File: src/b64d_pkg.sv
// ----------------------------------------------------------------------------
// b64d_pkg
// Shared types, codes and character tables of the base64 stream decoder.
// ----------------------------------------------------------------------------
package b64d_pkg;

  localparam logic [7:0]  CH_PLUS  = 8'd43;
  localparam logic [7:0]  CH_SLASH = 8'd47;
  localparam logic [7:0]  CH_EQ    = 8'd61;
  localparam logic [7:0]  CH_CR    = 8'd13;
  localparam logic [7:0]  CH_LF    = 8'd10;
  localparam logic [31:0] CAP_RESET = 32'hFFFF_FFFF;

  localparam logic REG_MODE = 1'b0;
  localparam logic REG_CAP  = 1'b1;

  typedef enum logic [1:0] {
    KIND_DATA = 2'd0,
    KIND_END  = 2'd1,
    KIND_ERR  = 2'd2
  } kind_t;

  typedef enum logic [1:0] {
    ST_OK        = 2'd0,
    ST_INVALID   = 2'd1,
    ST_MALFORMED = 2'd2,
    ST_NOSPACE   = 2'd3
  } status_t;

  // register contents seen by the decode core
  typedef struct packed {
    logic [3:0]  mode;
    logic [31:0] cap;
    logic        cap_wr;
  } cfg_t;

  // all results of one request, drained one per cycle while out_ready is high
  typedef struct packed {
    logic [1:0]  cnt;
    kind_t       kind;
    status_t     status;
    logic [23:0] word;
  } res_t;

  // bit 6 flags an alphabet character
  function automatic logic [6:0] sextet_of(input logic [7:0] c);
    logic [6:0] r;
    r = 7'd0;
    if (c >= 8'd65 && c <= 8'd90)       r = {1'b1, 6'(c - 8'd65)};
    else if (c >= 8'd97 && c <= 8'd122) r = {1'b1, 6'(c - 8'd71)};
    else if (c >= 8'd48 && c <= 8'd57)  r = {1'b1, 6'(c + 8'd4)};
    else if (c == CH_PLUS)              r = {1'b1, 6'd62};
    else if (c == CH_SLASH)             r = {1'b1, 6'd63};
    return r;
  endfunction

  function automatic logic is_space(input logic [7:0] c);
    return (c == 8'd32) || (c == CH_LF) || (c == CH_CR) || (c == 8'd9) ||
           (c == 8'd12) || (c == 8'd11);
  endfunction

endpackage

File: src/b64d_cfg.sv
// ----------------------------------------------------------------------------
// b64d_cfg
// APB register file: decode mode and output capacity.
// ----------------------------------------------------------------------------
module b64d_cfg
  import b64d_pkg::*;
(
  input  logic        clk,
  input  logic        rst_n,
  input  logic        psel,
  input  logic        penable,
  input  logic        pwrite,
  input  logic [2:0]  paddr,
  input  logic [31:0] pwdata,
  output logic [31:0] prdata,
  output logic        pready,
  output cfg_t        cfg
);

  logic [3:0]  mode_r;
  logic [31:0] cap_r;
  logic        wr;

  assign pready = 1'b1;
  assign wr     = psel && penable && pwrite;

  always_ff @(posedge clk) begin
    if (!rst_n) begin
      mode_r <= 4'd0;
      cap_r  <= CAP_RESET;
    end else if (wr) begin
      unique case (paddr[2])
        REG_MODE: mode_r <= pwdata[3:0];
        REG_CAP:  cap_r  <= pwdata;
      endcase
    end
  end

  always_comb begin
    unique case (paddr[2])
      REG_MODE: prdata = {28'd0, mode_r};
      REG_CAP:  prdata = cap_r;
    endcase
  end

  // space left reloads together with the capacity write
  assign cfg.mode   = mode_r;
  assign cfg.cap    = cfg.cap_wr ? pwdata : cap_r;
  assign cfg.cap_wr = wr && (paddr[2] == REG_CAP);

endmodule

File: src/b64d_core.sv
// ----------------------------------------------------------------------------
// b64d_core
// Decode state and the per-character next-state and result logic.
// ----------------------------------------------------------------------------
module b64d_core
  import b64d_pkg::*;
(
  input  logic       clk,
  input  logic       rst_n,
  input  cfg_t       cfg,
  input  logic       fire,
  input  logic       req_end,
  input  logic [7:0] ch,
  output res_t       res
);

  logic [1:0]  cnt_r, cnt_nxt;
  logic [17:0] held_r, held_nxt;
  logic        cr_r, cr_nxt;
  logic        pad_r, pad_nxt;
  logic [31:0] space_r, space_nxt;
  logic        err_r, err_nxt;
  status_t     code_r, code_nxt;

  always_ff @(posedge clk) begin
    if (!rst_n) begin
      cnt_r   <= 2'd0;
      held_r  <= 18'd0;
      cr_r    <= 1'b0;
      pad_r   <= 1'b0;
      space_r <= CAP_RESET;
      err_r   <= 1'b0;
      code_r  <= ST_OK;
    end else begin
      cnt_r   <= cnt_nxt;
      held_r  <= held_nxt;
      cr_r    <= cr_nxt;
      pad_r   <= pad_nxt;
      space_r <= space_nxt;
      err_r   <= err_nxt;
      code_r  <= code_nxt;
    end
  end

  always_comb begin
    logic [6:0]  sx;
    logic        proc;
    logic        emit;
    logic [1:0]  emit_n;
    logic [23:0] emit_word;
    logic        raise;
    status_t     raise_code;
    status_t     end_st;

    sx         = sextet_of(ch);
    proc       = 1'b0;
    emit       = 1'b0;
    emit_n     = 2'd0;
    emit_word  = 24'd0;
    raise      = 1'b0;
    raise_code = ST_INVALID;
    end_st     = ST_OK;

    cnt_nxt   = cnt_r;
    held_nxt  = held_r;
    cr_nxt    = cr_r;
    pad_nxt   = pad_r;
    space_nxt = space_r;
    err_nxt   = err_r;
    code_nxt  = code_r;

    res.cnt    = 2'd0;
    res.kind   = KIND_DATA;
    res.status = ST_OK;
    res.word   = 24'd0;

    if (fire && req_end) begin
      priority if (err_r)     end_st = code_r;
      else if (cr_r)          end_st = ST_INVALID;
      else if (pad_r)         end_st = cfg.mode[0] ? ST_MALFORMED : ST_INVALID;
      else if (cnt_r != 2'd0) end_st = ST_MALFORMED;
      else                    end_st = ST_OK;
      res.cnt    = 2'd1;
      res.kind   = KIND_END;
      res.status = end_st;
      cnt_nxt    = 2'd0;
      held_nxt   = 18'd0;
      cr_nxt     = 1'b0;
      pad_nxt    = 1'b0;
      space_nxt  = cfg.cap;
      err_nxt    = 1'b0;
      code_nxt   = ST_OK;
    end else if (fire && !err_r) begin
      if (cr_r) begin
        cr_nxt = 1'b0;
        raise  = (ch != CH_LF);
      end else if (pad_r) begin
        pad_nxt = 1'b0;
        priority if (ch == CH_EQ) begin
          emit      = 1'b1;
          emit_n    = 2'd1;
          emit_word = {held_r[11:0], 12'd0};
        end else if (cfg.mode[0]) begin
          proc = 1'b1;
        end else begin
          raise = 1'b1;
        end
      end else begin
        proc = 1'b1;
      end

      if (proc) begin
        priority if (sx[6]) begin
          if (cnt_r != 2'd3) begin
            held_nxt = {held_r[11:0], sx[5:0]};
            cnt_nxt  = cnt_r + 2'd1;
          end else begin
            emit      = 1'b1;
            emit_n    = 2'd3;
            emit_word = {held_r, sx[5:0]};
          end
        end else if (ch == CH_EQ && cnt_r == 2'd3) begin
          emit      = 1'b1;
          emit_n    = 2'd2;
          emit_word = {held_r, 6'd0};
        end else if (ch == CH_EQ && cnt_r == 2'd2) begin
          pad_nxt = 1'b1;
        end else if (cfg.mode[0]) begin
          // every other non-alphabet character is dropped
        end else if (cfg.mode[1]) begin
          raise = !is_space(ch);
        end else if (ch == CH_CR && cfg.mode[2]) begin
          cr_nxt = 1'b1;
        end else if (ch == CH_LF && cfg.mode[3]) begin
          // bare line break allowed
        end else begin
          raise = 1'b1;
        end
      end

      // capacity is checked for the whole group before any byte goes out
      if (emit) begin
        if (space_r < {30'd0, emit_n}) begin
          raise      = 1'b1;
          raise_code = ST_NOSPACE;
        end else begin
          res.cnt   = emit_n;
          res.word  = emit_word;
          space_nxt = space_r - {30'd0, emit_n};
          cnt_nxt   = 2'd0;
          held_nxt  = 18'd0;
        end
      end

      if (raise) begin
        err_nxt    = 1'b1;
        code_nxt   = raise_code;
        res.cnt    = 2'd1;
        res.kind   = KIND_ERR;
        res.status = raise_code;
        res.word   = 24'd0;
      end
    end

    if (cfg.cap_wr) space_nxt = cfg.cap;
  end

endmodule

File: src/b64d_outbuf.sv
// ----------------------------------------------------------------------------
// b64d_outbuf
// Result register for one request's results, sent one per cycle on out_ready.
// ----------------------------------------------------------------------------
module b64d_outbuf
  import b64d_pkg::*;
(
  input  logic       clk,
  input  logic       rst_n,
  input  logic       load,
  input  res_t       res,
  output logic       space_ok,
  output logic       out_valid,
  input  logic       out_ready,
  output kind_t      out_kind,
  output logic [7:0] out_byte,
  output status_t    out_status,
  output logic       out_last
);

  logic       valid_r;
  res_t       res_r;
  logic [1:0] idx_r;
  logic       pop;

  assign out_valid = valid_r;
  assign out_last  = (idx_r == (res_r.cnt - 2'd1));
  assign pop       = valid_r && out_ready;
  assign space_ok  = !valid_r || (out_ready && out_last);

  always_ff @(posedge clk) begin
    if (!rst_n) begin
      valid_r <= 1'b0;
    end else if (load && res.cnt != 2'd0) begin
      valid_r <= 1'b1;
    end else if (pop && out_last) begin
      valid_r <= 1'b0;
    end
  end

  always_ff @(posedge clk) begin
    if (load && res.cnt != 2'd0) begin
      res_r <= res;
      idx_r <= 2'd0;
    end else if (pop) begin
      idx_r <= idx_r + 2'd1;
    end
  end

  assign out_kind   = res_r.kind;
  assign out_status = res_r.status;

  always_comb begin
    unique case (idx_r)
      2'd0:    out_byte = res_r.word[23:16];
      2'd1:    out_byte = res_r.word[15:8];
      default: out_byte = res_r.word[7:0];
    endcase
  end

endmodule

File: src/base64_stream_decoder.sv
// ----------------------------------------------------------------------------
// base64_stream_decoder
// Base64 character stream decoder with padding, line break modes and
// capacity check.
// ----------------------------------------------------------------------------
// One character or end request is taken per clock cycle while in_ready is
// high; its results appear in the result register in the next cycle. A
// request that yields no result leaves the input free. A completed group
// gives one, two or three data bytes, sent one per cycle while out_ready is
// high; the input is held until the final result of a request is taken.
// Error and end reports are single results with last_of_run on the end
// report and on the final result of each request.
module base64_stream_decoder
  import b64d_pkg::*;
(
  input  logic        clk,
  input  logic        rst_n,
  input  logic        in_valid,
  output logic        in_ready,
  input  logic        in_req_type,
  input  logic [7:0]  in_char,
  output logic        out_valid,
  input  logic        out_ready,
  output logic [1:0]  out_result_kind,
  output logic [7:0]  out_data_byte,
  output logic [1:0]  out_status_code,
  output logic        out_last_of_run,
  input  logic        cfg_psel,
  input  logic        cfg_penable,
  input  logic        cfg_pwrite,
  input  logic [2:0]  cfg_paddr,
  input  logic [31:0] cfg_pwdata,
  output logic [31:0] cfg_prdata,
  output logic        cfg_pready
);

  cfg_t    cfg;
  res_t    res;
  logic    fire;
  logic    space_ok;
  kind_t   kind;
  status_t status;

  assign in_ready = space_ok;
  assign fire     = in_valid && in_ready;

  b64d_cfg u_cfg (
    .clk     (clk),
    .rst_n   (rst_n),
    .psel    (cfg_psel),
    .penable (cfg_penable),
    .pwrite  (cfg_pwrite),
    .paddr   (cfg_paddr),
    .pwdata  (cfg_pwdata),
    .prdata  (cfg_prdata),
    .pready  (cfg_pready),
    .cfg     (cfg)
  );

  b64d_core u_core (
    .clk     (clk),
    .rst_n   (rst_n),
    .cfg     (cfg),
    .fire    (fire),
    .req_end (in_req_type),
    .ch      (in_char),
    .res     (res)
  );

  b64d_outbuf u_outbuf (
    .clk        (clk),
    .rst_n      (rst_n),
    .load       (fire),
    .res        (res),
    .space_ok   (space_ok),
    .out_valid  (out_valid),
    .out_ready  (out_ready),
    .out_kind   (kind),
    .out_byte   (out_data_byte),
    .out_status (status),
    .out_last   (out_last_of_run)
  );

  assign out_result_kind = kind;
  assign out_status_code = status;

endmodule

File: config.mk
export PLATFORM = sky130hd
export DESIGN_NAME = base64_stream_decoder
export DESIGN_NICKNAME = d
export VERILOG_FILES = /design/src/b64d_pkg.sv /design/src/b64d_cfg.sv /design/src/b64d_core.sv /design/src/b64d_outbuf.sv /design/src/base64_stream_decoder.sv
export SDC_FILE = /design/constraint.sdc
export NUM_CORES = 1
export LEC_CHECK = 0
export ABC_CLOCK_PERIOD_IN_PS = 5980
export BUFFER_PORTS_ARGS = -buffer_cell sky130_fd_sc_hd__buf_2
export CORE_ASPECT_RATIO = 0.75
export CORE_UTILIZATION = 58
export CTS_CLUSTER_DIAMETER = 30
export DETAILED_ROUTE_END_ITERATION = 8
export PLACE_DENSITY = 0.81
export SYNTH_ARGS = -nofsm -noshare
export SYNTH_HDL_FRONTEND = slang
export SYNTH_SLANG_ARGS = --single-unit
File: constraint.sdc
create_clock -name clk -period 5.98 [get_ports clk]
set_input_delay 0.598 -clock clk [delete_from_list [all_inputs] [get_ports clk]]
set_output_delay 0.598 -clock clk [all_outputs]
set_load 0.01 [all_outputs]
# Yosys cells after proc, flatten, opt, wreduce, memory -nomap -nowiden
# Cells that the tools add are included.
totals:
  register_bits: 126
  latchBits: 0
  mem_bits_rw: 0
  mem_bits_ro: 0
  in_bits: 51
  output_inout_bits: 48
  elab_cells: 187
  memories: 0
op_classes:
  add_sub_neg: 7
  multipliers: 0
  div_mod_pow: 0
  order_cmp: 7
  eq_ne: 16
  n_shift: 0
  mux: 98
  bitwise_logic: 4
  n_reduce_logical: 39
op_table:
  columns: ["operator", "n"]
  rows:
  - ["2-to-1 mux 24 bit", 9]
  - ["2-to-1 mux 32 bit", 6]
  - ["2-to-1 mux 18 bit", 5]
  - ["case mux 32 bit (2 select lines)", 1]
  - ["2-to-1 mux 30 bit", 2]
  - ["2-to-1 mux 1 bit", 46]
  - ["2-to-1 mux 2 bit", 22]
  - ["== test 8 x 4 -> 1 bit (second input constant)", 5]
  - ["2-to-1 mux 7 bit", 5]
  - ["== test 8 x 6 -> 1 bit (second input constant)", 4]
  - ["< comparator 32 x 2 -> 1 bit", 1]
  - ["subtractor 32 x 2 -> 32 bit", 1]
  - ["logical AND 1 bit", 17]
  - ["greater-or-equal comparator 8 x 7 -> 1 bit (second input constant)", 2]
  - ["less-or-equal comparator 8 x 7 -> 1 bit (second input constant)", 2]
  - ["case mux 8 bit (2 select lines)", 1]
  - ["greater-or-equal comparator 8 x 6 -> 1 bit (second input constant)", 1]
  - ["less-or-equal comparator 8 x 6 -> 1 bit (second input constant)", 1]
  - ["inequality test 8 x 4 -> 1 bit (second input constant)", 1]
  - ["adder 6 x 3 -> 6 bit (second input constant)", 1]
  - ["logical OR 1 bit", 6]
  - ["2-to-1 mux 6 bit", 1]
  - ["AND reduction 2 bit", 3]
  - ["nonzero test 2 bit", 3]
  - ["other kinds (16)", 25]

# Depth between registers and ports, before layout
logic_depth:
  ltp_word: 23
  ltp_mapped: 18

# Cells and area by module
# From an unflattened synthesis, not the netlist that was laid out.
hier_totals:
  hier_cells: 826
  area_unflattened_um2: 7643.6
by_module_without_submodules:
  columns: ["mod", "n_inst", "cells_each", "area_per_inst_um2", "seq_area_each_um2"]
  rows:
  - ["b64d_core", 1, 511, 4005.1, 1121.1]
  - ["b64d_cfg", 1, 231, 2383.5, 720.7]
  - ["b64d_outbuf", 1, 83, 1248.7, 960.9]
  - ["base64_stream_decoder", 1, 1, 6.3, 0.0]

# Worst setup path after synthesis
# Ideal clock, no wire load.
synth_timing:
  kind: "input to register"
  from: "input in_char[2]"
  to: "register u_outbuf.res_r (netlist bit u_outbuf.out_kind[0]) (enable)"
  setup_ps: 465
  t_arrival_ps: 4649
  required_time_ps: 5515
  slack_ps: 866
  stages: 17
  path_cell_list: "inv_1 ha_1 a21oi_1 a311oi_1 a311oi_1 clkbuf_1 nor3b_1 nor2_1 ha_1 fa_1 nor3b_2 nand4_1 or4_4 nand2_4 nor2_1 o21ai_2 nand2_1"
synth_via:
  elab_chain_cells: 22
  elab_cells_between_ends: 80
  cone_classes: "order compare (7); eq/ne (10); mux (48); reduce/logical (15)"
synth_lines:
  columns: ["item", "line_no", "rtl"]
  rows:
  - ["from (decl)", "base64_stream_decoder.sv:21", "input logic [7:0] in_char,"]
  - ["branches (longest 17 deep; another with < comparator 32 x 2 -> 1 bit)", null, null]
  - ["2-to-1 mux 30 bit (*)", "b64d_core.sv:155", "if (raise) begin"]
  - ["2-to-1 mux 30 bit (*)", "b64d_core.sv:93", "end else if (fire && !err_r) begin"]
  - ["2-to-1 mux 6 bit (*)", "b64d_core.sv:77", "if (fire && req_end) begin"]
  - ["nonzero test 2 bit (*)", "b64d_outbuf.sv:42", "if (load && res.cnt != 2'd0) begin"]
  - ["logical AND 1 bit (*)", "b64d_outbuf.sv:42", null]
  - ["to (signal assigned)", "b64d_outbuf.sv:43", "res_r <= res;"]
  - ["to (decl)", "b64d_outbuf.sv:22", "res_t res_r;"]
# Mark *: on every way between the ends. The select of a mux whose other input is x is not followed.
# A chain may end at the register's enable or synchronous reset.

# Final worst setup path
layout_timing:
  from: "input in_char[2]"
  to: "register u_outbuf.res_r[3] (netlist name) (enable)"
# The elaborated chain is that of the path after synthesis.

==> summary.txt <==
Routed wire length: 17310 um
Layout area overhead: 15.69%
Max cap viols: 0
Antenna fix cells: 0
Post-Syn Area: 0.006880 mm^2
Mapped Cells: 830
# IOs: 99
R2R cell count: 14
#FFs+latches synth: 125
EDFF count, synth: 30
Vias per inst: 5.987
Std cell rows: 34
Yosys warnings: 0
DP Cell Count: 1040
Fillcell total: 914
Post-synth ARST share: 0%
Sequential area share after synthesis: 40.73%
Post-route ant nets: 0
Leakage: 0.003102 uW
Worst slew pin tran: 0.9198 ns
Final setup viols: 0
Initial Utilization: 59.46%
Clock Latency Late Sink: 0.42 ns
CTS Hold Bufs: 0
Crit Path Max Fanout: 25
Initial antenna violation count: 0
CTS root buf: clkbuf_16
Top_reg_cell synth: dfxtp_1
Setup TNS: 0 ns
Drt wl/cell: 16.15 um
# resized after CTS: 0
Status: completed
Slew Limit Fails: 0
Clock Pin Slew Worst Setup and Hold Paths: 0.07 ns
Layout cells sized above 1: 18.13%
Finished Cell Area: 0.007960 mm^2
Fmax: 205.2 MHz
Vias in the first global route: 5472
Overall Global Routing Usage: 29.32%
Hold Fails Final Rpt: 0
Crit start category: primary input
Vias: 6418
CTS tree: done
Syn avg cell area: 8.290 um^2
Pwr per Cell Area: 290.6 mW/mm^2
Area of the core: 0.01157 mm^2
Total die area: 0.01231 mm^2
Tmin final: 4.874 ns
WS Path Type: in -> reg
Maximum buffer depth of the clock tree: 2
TritonCTS Buffers: 17
Setup bufs post-CTS: 0
# nets final: 962
CP Capture Type: flip-flop
Die Span Y: 96.33 um
Min-delay worst type: in -> reg
First DRT Iteration DRCs: 694
Rel. slew slack: 38.45%
Post-DP Area: 0.007372 mm^2
Buffers on Ports: 95
Post-synthesis cell type count: 79
Post-route insts no fill: 1072
Post-DP HPWL: 11490 um
Residual DRC: 0
DRT Pass-1 Iters: 5
Clock Skew: 0.009504 ns
GRT overflow: 0
Period utilization: 81.51%
Mapped Nets: 895
CP Data Required Time: 6.07 ns
Clock sinks: 125
Die Span X: 127.8 um
RSZ-0062 raised after global routing: no
Arrival @ worst endpoint: 4.96 ns
Maximum VDD drop: 197.6 uV
Pin count of the biggest net entering global routing: 58
First-pass GRT wire length: 28170 um
H-tree lvl count: 4
GP Congestion: 0.8709
Hold Crit Depth: 3
==> kinds of logic after synthesis <==
kind of cell,after synthesis,synth area share (%)
AND/OR/NAND/NOR,377,26.95
AO/OA/AOI/OAI,200,19.68
flip-flops,125,40.73
buffers and inverters,78,5.092
XOR/XNOR,24,3.055
adder cells (fa/ha/maj),14,2.655
multiplexers,11,1.782
other,1,0.05450
==> cells in the mapped netlist, types with 3 or more instances <==
cell | count | area share, %
o211ai_1 | 17 | 1.9
nor2b_1 | 6 | 0.55
edfxtp_1 | 30 | 13
mux2_2 | 6 | 0.98
a311oi_1 | 3 | 0.38
o31a_1 | 11 | 1.4
o21ai_0 | 21 | 1.5
a31oi_1 | 12 | 1.1
mux2i_1 | 4 | 0.58
o21bai_1 | 3 | 0.33
nor4_1 | 6 | 0.55
nand4_1 | 19 | 1.7
nand2_1 | 141 | 7.7
buf_1 | 6 | 0.33
buf_2 | 7 | 0.51
xnor2_1 | 12 | 1.5
and2_1 | 31 | 2.8
or2_2 | 3 | 0.27
or2_1 | 3 | 0.27
o41ai_1 | 3 | 0.38
nand2b_1 | 6 | 0.55
ha_1 | 13 | 2.4
buf_6 | 3 | 0.49
o21ai_1 | 12 | 0.87
or3_1 | 5 | 0.45
clkbuf_1 | 35 | 1.9
dfxtp_1 | 95 | 28
a211oi_1 | 11 | 1.2
and3_1 | 13 | 1.2
o31ai_1 | 6 | 0.65
o311ai_0 | 4 | 0.51
nor4_2 | 3 | 0.55
a22oi_1 | 24 | 2.6
a21oi_1 | 49 | 3.6
nor2_1 | 66 | 3.6
nor3_1 | 16 | 1.2
nand3_1 | 38 | 2.8
inv_1 | 18 | 0.98
xor2_1 | 12 | 1.5
buf_4 | 7 | 0.76
==> routing by layer <==
layer,up-vias,track usage (%),routed length [um]
li1,3117,-,-
met1,2978,43.89,8348
met2,303,42.30,7251
met3,20,6.115,1518
met4,0,7.745,193
met5,-,0,0
==> power breakdown <==
| part | total (uW) | internal [uW] | switching [uW] | leakage, uW |
|---|---|---|---|---|
| clock network | 1030 | 619 | 410 | 0.000285 |
| registers | 953 | 919 | 33.2 | 0.00107 |
| logic | 331 | 124 | 208 | 0.00174 |
==> worst max-delay path, stage by stage <==
cell and delay [ns]:
buf_2 0.15, inv_1 0.10, ha_1 0.29, nor2b_1 0.16, a2bb2oi_1 0.17, o21ai_2 0.47, nor3b_1 0.10, buf_4 0.17
nor2_1 0.10, ha_1 0.23, fa_1 0.22, nor3b_2 0.22, nand4_1 0.40, nor4_2 0.39, o311ai_1 0.19, o21ai_1 0.21
o21ai_2 0.13, nand2_1 0.26, buf_4 0.37
==> flip-flops by register name (all words and copies together) (netlist names) <==
register             count
u_outbuf.out_status      2
u_core.code_r            2
u_core.cr_r              1
u_outbuf.idx_r           2
u_cfg.mode_r             4
u_core.cnt_r             2
u_core.pad_r             1
u_outbuf.out_valid       1
u_outbuf.res_r          26
u_core.space_r          32
u_outbuf.out_kind        2
u_core.held_r           18
u_cfg.cap_r             32
==> worst paths after layout <==
| kind | start | end | slack, ns |
|---|---|---|---|
| setup reg to reg | u_core.pad_r | u_outbuf.res_r[3] | 1.54 |
| setup / recovery | in_char[2] | u_outbuf.res_r[3] | 1.11 |
| hold / removal | cfg_pwdata[27] | u_cfg.cap_r[27] | 0.40 |
| hold reg to reg | u_core.held_r[16] | u_core.held_r[16] | 0.45 |
==> per-stage QoR <==
stage                     utilization, %  hold slack (ns)  power, uW  worst slack [ns]
after floorplan                        -           0.4234       1190            0.8664
after global placement             63.71           0.4379       1287            0.8174
after detailed placement           63.71           0.4442       1297            0.7319
after CTS                          68.79           0.3858       2318             1.142
after global routing               68.79           0.4049       2399            0.7120
final                              68.79           0.3993       2313             1.106
==> placed cells by master, fill, tap and decap left out, types with 5 or more instances in the layout <==
cell,instances
clkinv_4,5
a21oi_1,49
nor2b_1,6
nor4_1,6
edfxtp_1,30
xor2_1,12
xnor2_1,12
a31oi_1,12
nand2b_1,6
o21ai_1,12
nand4_1,19
mux2_2,6
a22oi_1,24
clkbuf_16,17
dfxtp_1,95
nor3_1,16
o21ai_0,21
and3_1,13
nand3_1,38
buf_2,95
and2_1,31
or3_1,5
nand2_1,141
buf_4,11
o211ai_1,17
inv_1,18
o31a_1,11
a211oi_1,11
o31ai_1,6
ha_1,13
nor2_1,66
==> area by class of cell <==
cell class / count / area [um^2] / share of cell area [%]
Sequential cell: 125 / 2803 / 35.21
Inverter: 20 / 75.07 / 0.9431
Clock buffer: 17 / 425.4 / 5.344
Tap cell: 162 / 202.7 / 2.546
Timing Repair Buffer: 106 / 558.0 / 7.010
Multi-Input combinational cell: 627 / 3734 / 46.90
Clock inverter: 15 / 162.7 / 2.043
No activity file was read; power rests on OpenSTA's default activity.
